===== src/chacha_pkg.sv =====
`timescale 1ns / 1ps
// ----------------------------------------------------------------------------
// chacha_pkg
// Shared types, constants and helper functions of the ChaCha20 stream cipher.
// ----------------------------------------------------------------------------
package chacha_pkg;

	// Default number of rounds per block.
	localparam int unsigned ROUND_COUNT_DEF = 20;

	// Field widths.
	localparam int unsigned WORD_W  = 32;
	localparam int unsigned COUNT_W = 3;
	localparam int unsigned TDATA_W = 40;
	localparam int unsigned CFG_IDX_W = 3;
	localparam int unsigned CFG_DATA_W = 64;

	// Block constants: "expand 32-byte k" and "expand 16-byte k".
	localparam logic [3:0][31:0] SIGMA = {32'h6b206574, 32'h79622d32,
		32'h3320646e, 32'h61707865};
	localparam logic [3:0][31:0] TAU = {32'h6b206574, 32'h79622d36,
		32'h3120646e, 32'h61707865};

	// Configuration register indexes.
	typedef enum logic [CFG_IDX_W-1:0] {
		CFG_KEY0      = 3'd0,
		CFG_KEY1      = 3'd1,
		CFG_KEY2      = 3'd2,
		CFG_KEY3      = 3'd3,
		CFG_KEY256    = 3'd4,
		CFG_NONCE     = 3'd5,
		CFG_CTR_START = 3'd6
	} cfg_reg_e;

	// Configuration register contents.
	typedef struct packed {
		logic [63:0] key_part_0;
		logic [63:0] key_part_1;
		logic [63:0] key_part_2;
		logic [63:0] key_part_3;
		logic        key_is_256;
		logic [63:0] nonce_value;
		logic [63:0] counter_start;
	} cfg_t;

	// Request from the item control to the block generator.
	typedef struct packed {
		logic start;
		logic restart;
	} gen_req_t;

	// Status of the block generator.
	typedef struct packed {
		logic busy;
		logic done;
	} gen_stat_t;

	// Item control states.
	typedef enum logic [1:0] {
		ST_IDLE,
		ST_WAIT,
		ST_EMIT
	} top_state_t;

	// Block generator states.
	typedef enum logic [1:0] {
		BG_IDLE,
		BG_ROUND,
		BG_FINAL
	} bg_state_t;

	// Rotate left by the amount that belongs to one step of a quarter-round.
	function automatic logic [31:0] step_rotl(input logic [31:0] v, input logic [1:0] step);
		logic [31:0] r;
		unique case (step)
			2'd0: r = {v[15:0], v[31:16]};
			2'd1: r = {v[19:0], v[31:20]};
			2'd2: r = {v[23:0], v[31:24]};
			2'd3: r = {v[24:0], v[31:25]};
			default: r = v;
		endcase
		return r;
	endfunction

endpackage


===== src/chacha_qstep.sv =====
`timescale 1ns / 1ps
// ----------------------------------------------------------------------------
// chacha_qstep
// Shared add-xor-rotate unit: one step of four quarter-rounds in parallel.
// ----------------------------------------------------------------------------
module chacha_qstep (
	input  logic [3:0][31:0] x,
	input  logic [3:0][31:0] y,
	input  logic [3:0][31:0] z,
	input  logic [1:0]       step,
	output logic [3:0][31:0] x_new,
	output logic [3:0][31:0] z_new
);
	import chacha_pkg::*;

	// Each lane: x += y; z = rotl(z ^ x, amount of this step).
	always_comb begin
		for (int j = 0; j < 4; j++) begin
			x_new[j] = x[j] + y[j];
			z_new[j] = step_rotl(z[j] ^ x_new[j], step);
		end
	end

endmodule


===== src/chacha_cfg.sv =====
`timescale 1ns / 1ps
// ----------------------------------------------------------------------------
// chacha_cfg
// Configuration register file: key, key size, nonce and start counter.
// ----------------------------------------------------------------------------
module chacha_cfg (
	input  logic                                 clk,
	input  logic                                 arst_n,
	input  logic                                 cfg_valid,
	output logic                                 cfg_ready,
	input  logic [chacha_pkg::CFG_IDX_W-1:0]     cfg_index,
	input  logic [chacha_pkg::CFG_DATA_W-1:0]    cfg_data,
	output chacha_pkg::cfg_t                     cfg
);
	import chacha_pkg::*;

	cfg_t cfg_q;

	// Writes are always taken.
	assign cfg_ready = 1'b1;
	assign cfg       = cfg_q;

	// Register writes; indexes beyond the list are ignored.
	always_ff @(posedge clk or negedge arst_n) begin
		if (!arst_n) begin
			cfg_q <= '{key_part_0: '0, key_part_1: '0, key_part_2: '0,
				key_part_3: '0, key_is_256: 1'b1, nonce_value: '0,
				counter_start: '0};
		end else if (cfg_valid) begin
			unique case (cfg_reg_e'(cfg_index))
				CFG_KEY0:      cfg_q.key_part_0    <= cfg_data;
				CFG_KEY1:      cfg_q.key_part_1    <= cfg_data;
				CFG_KEY2:      cfg_q.key_part_2    <= cfg_data;
				CFG_KEY3:      cfg_q.key_part_3    <= cfg_data;
				CFG_KEY256:    cfg_q.key_is_256    <= cfg_data[0];
				CFG_NONCE:     cfg_q.nonce_value   <= cfg_data;
				CFG_CTR_START: cfg_q.counter_start <= cfg_data;
				default: ;
			endcase
		end
	end

endmodule


===== src/chacha_blkgen.sv =====
`timescale 1ns / 1ps
// ----------------------------------------------------------------------------
// chacha_blkgen
// Keystream block generator: loads the input block, runs the rounds through
// the shared quarter-round step unit, then adds the input block back.
// ----------------------------------------------------------------------------
module chacha_blkgen #(
	parameter int unsigned ROUND_COUNT = chacha_pkg::ROUND_COUNT_DEF
) (
	input  logic                  clk,
	input  logic                  arst_n,
	input  chacha_pkg::cfg_t      cfg,
	input  chacha_pkg::gen_req_t  req,
	output chacha_pkg::gen_stat_t stat,
	input  logic [3:0]            rd_pos,
	output logic [31:0]           rd_word
);
	import chacha_pkg::*;

	localparam int unsigned RW = $clog2(ROUND_COUNT);
	localparam logic [RW-1:0] LAST_ROUND = RW'(ROUND_COUNT - 1);

	bg_state_t state_q, state_d;
	logic [RW-1:0] round_q;
	logic [1:0]    step_q;
	logic [63:0]   ctr_q;
	logic [31:0]   work_q [16];
	logic [31:0]   ks_q   [16];

	logic [31:0]   init_w [16];
	logic [63:0]   ctr_used;
	logic [63:0]   hi0, hi1;
	logic [3:0]    idx_x [4];
	logic [3:0]    idx_y [4];
	logic [3:0]    idx_z [4];
	logic [3:0][31:0] lane_x, lane_y, lane_z, new_x, new_z;

	// Input block from the configuration and the block counter.
	always_comb begin
		ctr_used = req.restart ? cfg.counter_start : ctr_q;
		hi0 = cfg.key_is_256 ? cfg.key_part_2 : cfg.key_part_0;
		hi1 = cfg.key_is_256 ? cfg.key_part_3 : cfg.key_part_1;
		for (int i = 0; i < 4; i++) begin
			init_w[i] = cfg.key_is_256 ? SIGMA[i] : TAU[i];
		end
		init_w[4]  = cfg.key_part_0[31:0];
		init_w[5]  = cfg.key_part_0[63:32];
		init_w[6]  = cfg.key_part_1[31:0];
		init_w[7]  = cfg.key_part_1[63:32];
		init_w[8]  = hi0[31:0];
		init_w[9]  = hi0[63:32];
		init_w[10] = hi1[31:0];
		init_w[11] = hi1[63:32];
		init_w[12] = ctr_used[31:0];
		init_w[13] = ctr_used[63:32];
		init_w[14] = cfg.nonce_value[31:0];
		init_w[15] = cfg.nonce_value[63:32];
	end

	// Lane routing: column rounds on even round numbers, diagonal on odd.
	// Even steps update a and d, odd steps update c and b.
	always_comb begin
		logic [1:0] jj, bj, cj, dj;
		logic [3:0] ia, ib, ic, id;
		for (int j = 0; j < 4; j++) begin
			jj = 2'(j);
			bj = round_q[0] ? jj + 2'd1 : jj;
			cj = round_q[0] ? jj + 2'd2 : jj;
			dj = round_q[0] ? jj + 2'd3 : jj;
			ia = {2'b00, jj};
			ib = {2'b01, bj};
			ic = {2'b10, cj};
			id = {2'b11, dj};
			idx_x[j] = step_q[0] ? ic : ia;
			idx_y[j] = step_q[0] ? id : ib;
			idx_z[j] = step_q[0] ? ib : id;
			lane_x[j] = work_q[idx_x[j]];
			lane_y[j] = work_q[idx_y[j]];
			lane_z[j] = work_q[idx_z[j]];
		end
	end

	chacha_qstep u_qstep (
		.x     (lane_x),
		.y     (lane_y),
		.z     (lane_z),
		.step  (step_q),
		.x_new (new_x),
		.z_new (new_z)
	);

	// Sequencer next state.
	always_comb begin
		state_d = state_q;
		unique case (state_q)
			BG_IDLE:  if (req.start) begin
				state_d = BG_ROUND;
			end
			BG_ROUND: if (step_q == 2'd3 && round_q == LAST_ROUND) begin
				state_d = BG_FINAL;
			end
			BG_FINAL: state_d = BG_IDLE;
			default:  state_d = BG_IDLE;
		endcase
	end

	assign stat.busy = (state_q != BG_IDLE);
	assign stat.done = (state_q == BG_FINAL);

	// Control registers: state, round and step counters, block counter.
	always_ff @(posedge clk or negedge arst_n) begin
		if (!arst_n) begin
			state_q <= BG_IDLE;
			round_q <= '0;
			step_q  <= '0;
			ctr_q   <= '0;
		end else begin
			state_q <= state_d;
			if (state_q == BG_IDLE && req.start) begin
				round_q <= '0;
				step_q  <= '0;
				ctr_q   <= ctr_used + 64'd1;
			end else if (state_q == BG_ROUND) begin
				step_q <= step_q + 2'd1;
				if (step_q == 2'd3) begin
					round_q <= round_q + RW'(1);
				end
			end
		end
	end

	// Working words and keystream block.
	always_ff @(posedge clk) begin
		if (state_q == BG_IDLE && req.start) begin
			for (int i = 0; i < 16; i++) begin
				work_q[i] <= init_w[i];
				ks_q[i]   <= init_w[i];
			end
		end else if (state_q == BG_ROUND) begin
			for (int j = 0; j < 4; j++) begin
				work_q[idx_x[j]] <= new_x[j];
				work_q[idx_z[j]] <= new_z[j];
			end
		end else if (state_q == BG_FINAL) begin
			for (int i = 0; i < 16; i++) begin
				ks_q[i] <= ks_q[i] + work_q[i];
			end
		end
	end

	assign rd_word = ks_q[rd_pos];

endmodule


===== src/chacha20_stream_cipher.sv =====
`timescale 1ns / 1ps
// ----------------------------------------------------------------------------
// chacha20_stream_cipher
// ChaCha20 (64-bit counter, 64-bit nonce) stream cipher, one word per item.
// ----------------------------------------------------------------------------
// Channel | Signals                              | Direction | Content
// s_*     | s_tvalid s_tready s_tdata s_tlast s_tuser | in   | message word
// m_*     | m_tvalid m_tready m_tdata m_tlast    | out       | cipher word
// cfg_*   | cfg_valid cfg_ready cfg_index cfg_data | in      | register write
//
// A word at a nonzero block position goes from ST_IDLE to ST_EMIT, and its
// result is loaded into the output register as soon as that register is free.
// A word at position zero (or with restart) first waits in ST_WAIT while the
// block generator runs all rounds through the shared quarter-round step unit
// and then the feed-forward step, and passes through ST_EMIT the same way.
// One item is in work at a time; s_tready is low meanwhile, and the next
// item can be taken while a result still waits in the output register.
// Reset clears control state and sets a 256-bit key; no clearing pass.
// ----------------------------------------------------------------------------
module chacha20_stream_cipher #(
	parameter int unsigned ROUND_COUNT = chacha_pkg::ROUND_COUNT_DEF
) (
	input  logic                              clk,
	input  logic                              arst_n,
	input  logic                              s_tvalid,
	output logic                              s_tready,
	// [31:0] data_in, [34:32] byte_count, [39:35] zero
	input  logic [chacha_pkg::TDATA_W-1:0]    s_tdata,
	input  logic                              s_tlast,
	// [0] restart
	input  logic                              s_tuser,
	output logic                              m_tvalid,
	input  logic                              m_tready,
	// [31:0] data_out, [34:32] out_byte_count, [39:35] zero
	output logic [chacha_pkg::TDATA_W-1:0]    m_tdata,
	output logic                              m_tlast,
	input  logic                              cfg_valid,
	output logic                              cfg_ready,
	input  logic [chacha_pkg::CFG_IDX_W-1:0]  cfg_index,
	input  logic [chacha_pkg::CFG_DATA_W-1:0] cfg_data
);
	import chacha_pkg::*;

	top_state_t state_q, state_d;
	cfg_t       cfg;
	gen_req_t   req;
	gen_stat_t  stat;

	logic [3:0]         pos_q;
	logic [3:0]         eff_pos;
	logic [WORD_W-1:0]  data_q;
	logic [COUNT_W-1:0] count_q;
	logic               last_q;
	logic [WORD_W-1:0]  ks_word;
	logic [WORD_W-1:0]  mask;
	logic [WORD_W-1:0]  dout_q;
	logic [COUNT_W-1:0] ocount_q;
	logic               olast_q;
	logic               mvalid_q;
	logic               accept;
	logic               out_free;
	logic               load_out;

	chacha_cfg u_cfg (
		.clk       (clk),
		.arst_n    (arst_n),
		.cfg_valid (cfg_valid),
		.cfg_ready (cfg_ready),
		.cfg_index (cfg_index),
		.cfg_data  (cfg_data),
		.cfg       (cfg)
	);

	chacha_blkgen #(
		.ROUND_COUNT (ROUND_COUNT)
	) u_blkgen (
		.clk     (clk),
		.arst_n  (arst_n),
		.cfg     (cfg),
		.req     (req),
		.stat    (stat),
		.rd_pos  (pos_q),
		.rd_word (ks_word)
	);

	// Handshake and block request. A restart forces position zero.
	assign s_tready    = (state_q == ST_IDLE);
	assign accept      = s_tvalid && s_tready;
	assign eff_pos     = s_tuser ? 4'd0 : pos_q;
	assign req.start   = accept && (eff_pos == 4'd0);
	assign req.restart = accept && s_tuser;
	assign out_free    = !mvalid_q || m_tready;
	assign load_out    = (state_q == ST_EMIT) && out_free;

	// Item control next state.
	always_comb begin
		state_d = state_q;
		unique case (state_q)
			ST_IDLE: if (accept) begin
				state_d = (eff_pos == 4'd0) ? ST_WAIT : ST_EMIT;
			end
			ST_WAIT: if (stat.done) begin
				state_d = ST_EMIT;
			end
			ST_EMIT: if (out_free) begin
				state_d = ST_IDLE;
			end
			default: state_d = ST_IDLE;
		endcase
	end

	// Byte i is kept when the byte count exceeds i.
	always_comb begin
		for (int i = 0; i < 4; i++) begin
			mask[8*i +: 8] = {8{count_q > COUNT_W'(i)}};
		end
	end

	// Control registers.
	always_ff @(posedge clk or negedge arst_n) begin
		if (!arst_n) begin
			state_q  <= ST_IDLE;
			pos_q    <= '0;
			mvalid_q <= 1'b0;
		end else begin
			state_q <= state_d;
			if (accept) begin
				pos_q <= eff_pos;
			end else if (load_out) begin
				pos_q <= last_q ? 4'd0 : pos_q + 4'd1;
			end
			if (load_out) begin
				mvalid_q <= 1'b1;
			end else if (m_tready) begin
				mvalid_q <= 1'b0;
			end
		end
	end

	// Item and result payload.
	always_ff @(posedge clk) begin
		if (accept) begin
			data_q  <= s_tdata[WORD_W-1:0];
			count_q <= s_tdata[WORD_W +: COUNT_W];
			last_q  <= s_tlast;
		end
		if (load_out) begin
			dout_q   <= (data_q ^ ks_word) & mask;
			ocount_q <= count_q;
			olast_q  <= last_q;
		end
	end

	assign m_tvalid = mvalid_q;
	assign m_tdata  = {(TDATA_W - WORD_W - COUNT_W)'(0), ocount_q, dout_q};
	assign m_tlast  = olast_q;

endmodule


===== config.mk =====
export PLATFORM = sky130hd
export DESIGN_NAME = chacha20_stream_cipher
export DESIGN_NICKNAME = d
export VERILOG_FILES = /design/src/chacha_pkg.sv /design/src/chacha_qstep.sv /design/src/chacha_cfg.sv /design/src/chacha_blkgen.sv /design/src/chacha20_stream_cipher.sv
export SDC_FILE = /design/constraint.sdc
export NUM_CORES = 2
export LEC_CHECK = 0
export CORE_ASPECT_RATIO = 1.25
export CORE_MARGIN = 3
export CORE_UTILIZATION = 30
export DETAILED_ROUTE_END_ITERATION = 12
export DONT_BUFFER_PORTS = 1
export PLACE_DENSITY_LB_ADDON = 0.15
export SLEW_MARGIN = 0
export SYNTH_ARGS = -nofsm -noshare
export SYNTH_HDL_FRONTEND = slang
export SYNTH_SLANG_ARGS = --single-unit

===== constraint.sdc =====
create_clock -name clk -period 32.8 [get_ports clk]
set_input_delay 0 -clock clk [delete_from_list [all_inputs] [get_ports clk]]
set_output_delay 0 -clock clk [all_outputs]
set_load 0.01 [all_outputs]

==> impl_metrics.csv <==
group,metric,value,unit
clock_tree,clock_sinks,1561,
timing,final.setup.tns,0,ns
route,vias_per_cell,6.01,
finish,fin_nets,12000,
logic_synthesis,synth_compound_area_share,17.2,%
power,swShare,42.4,%
power,p_per_area,64.8,nW/um^2
route,drt_iter0_drc,11900,
timing,min_period,10.02,ns
worst_setup_path,endpoint_kind,"flip-flop",
logic_synthesis,synth_top_area_cell,"edfxtp_1",
worst_setup_path,crit_buf_inv,3,
power,power_frac_comb,39.9,%
logic_synthesis,synth_ff_type,"edfxtp_1",
grt,grt_usage,30.1,%
timing,hold_ws,0.0548,ns
worst_setup_path,regToRegEndpoint,"u_blkgen.work_q[5][29]",
worst_setup_path,crit_chain,"buf_12 > buf_4 > buf_12 > mux4_2 > ha_1 > a211oi_1 > o21a_1 > nor2_1 > a311oi_2 > o21ai_1 > xnor2_1 > xnor2_2 > o2bb2ai_1 > o311ai_0 > o211ai_1 > o21a_1",
timing,relSlewSlack,-6.77,%
placement,numPortBuffers,0,
logic_synthesis,synthArstFlopShare,29.8,%
worst_hold_path,hold_depth,2,
worst_setup_path,slowest_delay,1.05,ns
route,drc,0,
worst_setup_path,rr_startpoint,"u_blkgen.round_q[0]",
clock_tree,ctsHtreeMaxLevel,4,
timing,slew_violations,6,
placement,placed_cells,16000,
logic_synthesis,yosysWarnings,0,
logic_synthesis,synth_seq_cells,1561,
worst_hold_path,hold_start,"cfg_data[61]",
timing,hold_viol,0,
grt,grt_max_degree,466,
status,failed_checks,"max-capacitance violations, max-slew violations",
logic_synthesis,ys_types,118,
grt,antenna_found_initial,78,
worst_setup_path,crit_path_start_kind,"flip-flop",
grt,first_global_vias,95100,
logic_synthesis,synth_common_cells,"edfxtp_1, nor2_1, nand2_1",
route,firstDrtPassIters,6,
worst_hold_path,hp-class,"input pin to flip-flop",
power,p_int,4.84,mW
logic_synthesis,synth_top_family_by_area,"compound AO/OA/AOI/OAI gates",
worst_setup_path,cp_slowest_cell,"xnor2_1",
finish,final_cell_count_no_fill,16600,
power,clkPwrFrac,28.0,%
route,drtAntennaViolNets,0,
placement,placed_area,121000,sq um
floorplanning,die_area,390000,sq um
timing,rsz0062_at_grt,"no",
timing,fin_skew,0.0643,ns
placement,gp_congestion,1.02,
floorplanning,die_width,559,um
route,wl_per_cell,36.6,um
timing,setup_viol,0,
worst_setup_path,rrSetupSlack,22.78,ns
clock_tree,clk_pin_slew,0.06,ns
job,maxCapViolations,2,
logic_synthesis,synthAdderAreaFrac,7.19,%
floorplanning,chipHeight,697,um
clock_tree,cts_buffers,199,
finish,utilization,34.1,%
floorplanning,row_count,253,
worst_setup_path,reg2reg_depth,16,
placement,dp_slack,23.17,ns
finish,drive_gt1_share,14.0,%
timing,fmax,99.8,MHz
power,seqPwrFrac,32.1,%
logic_synthesis,yosys.area_share.simple,12.7,%
clock_tree,clock_latency,0.93,ns
power,power,8.40,mW
logic_synthesis,synthXorXnorAreaFrac,5.81,%
logic_synthesis,synth.area.mux_share,15.3,%
power,vdd_drop_max,0.0498,mV
logic_synthesis,ys_top_cells_by_area,"edfxtp_1, dfrtp_1, mux4_2",
worst_setup_path,worstSetupPathType,"flip-flop to flip-flop",
logic_synthesis,syn_avg_cell_area,10.1,sq um
floorplanning,core,380000,sq um
logic_synthesis,netlist_area,115000,sq um
power,power.switching,3.56,mW
worst_setup_path,crit_required,33.48,ns
clock_tree,cts_tree,"built",
route,vias,99700,
status,run_status,"complete, but fails checks",
worst_setup_path,crit_arrival,10.70,ns
floorplanning,initial_core_util,30.1,%
finish,design_area,130000,sq um
worst_setup_path,crit_family,"compound AO/OA/AOI/OAI gates",
worst_setup_path,crit_path_max_fanout,120,
finish,syn_to_final_growth,13.0,%
clock_tree,root_buffer,"clkbuf_16",
finish,fillers,38400,
grt,grt_pass1_wl,809,mm
timing,fin_ws,22.78,ns
worst_hold_path,hold_path_end,"u_cfg.cfg[318]",
floorplanning,ios,158,
clock_tree,cts_setup_buffers,0,
logic_synthesis,synth_edf_count,1096,
logic_synthesis,syn_inst,11300,
logic_synthesis,seq_area_frac_synth,38.9,%
power,p_leak,49.0,nW
logic_synthesis,yosysMostFrequentCell,"edfxtp_1",
timing,post-route-period-util,30.5,%
route,wirelength,607,mm
placement,dp_hpwl,476,mm
grt,grt_overflow,0,
logic_synthesis,synth_top_area_share,28.7,%
clock_tree,clk_path_buf_depth,4,
timing,tightest_slew,1.59,ns
==> per-layer routing <==
metal	part of all wire [%]	track usage, %	vias up
li1	-	-	42600
met1	42	40.6	51400
met2	44	45.9	4839
met3	8.3	6.03	838
met4	5.8	14.9	27
met5	0.032	0	-
==> worst reg2reg max path, delay by kind of cell, from the launching register on <==
kind,cells,cell delay (ns)
flip-flops,1,0.95
AND/OR/NAND/NOR,1,0.15
XOR/XNOR,2,1.67
buffers and inverters,3,2.04
multiplexers,1,0.84
adder cells (fa/ha/maj),1,0.34
AO/OA/AOI/OAI,8,3.83
==> logic make-up after synthesis <==
kind of cell	Yosys count
buffers and inverters	852
AOI/OAI and AO/OA	3145
adders and majority gates	647
other	2
muxes	1178
DFF	1561
xor gates and xnor gates	718
and+or+nand+nor	3201
==> flip-flops by register name (all words and copies together) (netlist names) <==
signal,cells
u_blkgen.ctr_q,64
dout_q,32
pos_q,4
count_q,3
m_tlast,1
ocount_q,3
data_q,32
u_blkgen.ks_q,512
u_blkgen.state_q,2
last_q,1
state_q,2
u_blkgen.work_q,512
m_tvalid,1
u_cfg.cfg,385
u_blkgen.round_q,5
u_blkgen.step_q,2
==> power by group through the flow <==
stage | clock network [mW] | registers, mW | logic [mW]
after floorplan | 0 | 2.57 | 1.72
after global placement | 0 | 2.71 | 3.15
after detailed placement | 0 | 2.72 | 3.18
after CTS | 2.40 | 2.68 | 3.24
after global routing | 2.46 | 2.71 | 3.46
final | 2.35 | 2.70 | 3.35
==> layout by cell type, fill, tap and decap left out, drive strengths merged, types with 34 or more instances in the layout <==
cell,count
edfxtp,1096
ha,627
nor2b,82
o21bai,76
nand4,60
nand2,1077
or3,61
o211ai,72
a221o,37
diode,55
and3,93
a21oi,1032
inv,232
mux2i,321
buf,226
mux2,441
nand2b,133
a21o,283
xor2,306
dlygate4sd3,152
a221oi,65
clkbuf,272
and2,108
o21ai,733
o21a,99
nor3,173
or2,40
xnor2,386
mux4,416
a22oi,34
nor2,1084
clkinv,68
a211oi,166
dfrtp,464
a31oi,157
nand3,172
o31ai,46
==> area by class of cell <==
cell class                 instances  area [sq um]  area share, %
clock buffer                     272          5700           4.40
inverter                         231           873          0.674
multi-input combinational       8895         67400           52.1
clock inverter                    96          1030          0.793
timing repair buffer             378          3430           2.65
antenna                           55           138          0.106
tap                             5100          6380           4.93
sequential                      1561         44600           34.4
==> worst max path at each step <==
| stage | cells past startpoint | slack, ns | startpoint | end |
|---|---|---|---|---|
| floorplan | 5 | 4.69 | state_q[1] | u_blkgen.ks_q[0][0] |
| global placement | 16 | 23.24 | u_blkgen.round_q[0] | u_blkgen.work_q[5][29] |
| detailed placement | 16 | 23.17 | u_blkgen.round_q[0] | u_blkgen.work_q[5][29] |
| CTS | 16 | 23.16 | u_blkgen.round_q[0] | u_blkgen.work_q[5][29] |
| global route | 16 | 22.44 | u_blkgen.round_q[0] | u_blkgen.work_q[5][29] |
| finish | 16 | 22.78 | u_blkgen.round_q[0] | u_blkgen.work_q[5][29] |
==> what timing repair did <==
action	4_1_cts	5_1_grt
gates resized for setup	0	0
endpoints found under the hold margin	945	68
hold buffers	152	1
Note: power is estimated with default switching activity, not from simulation.
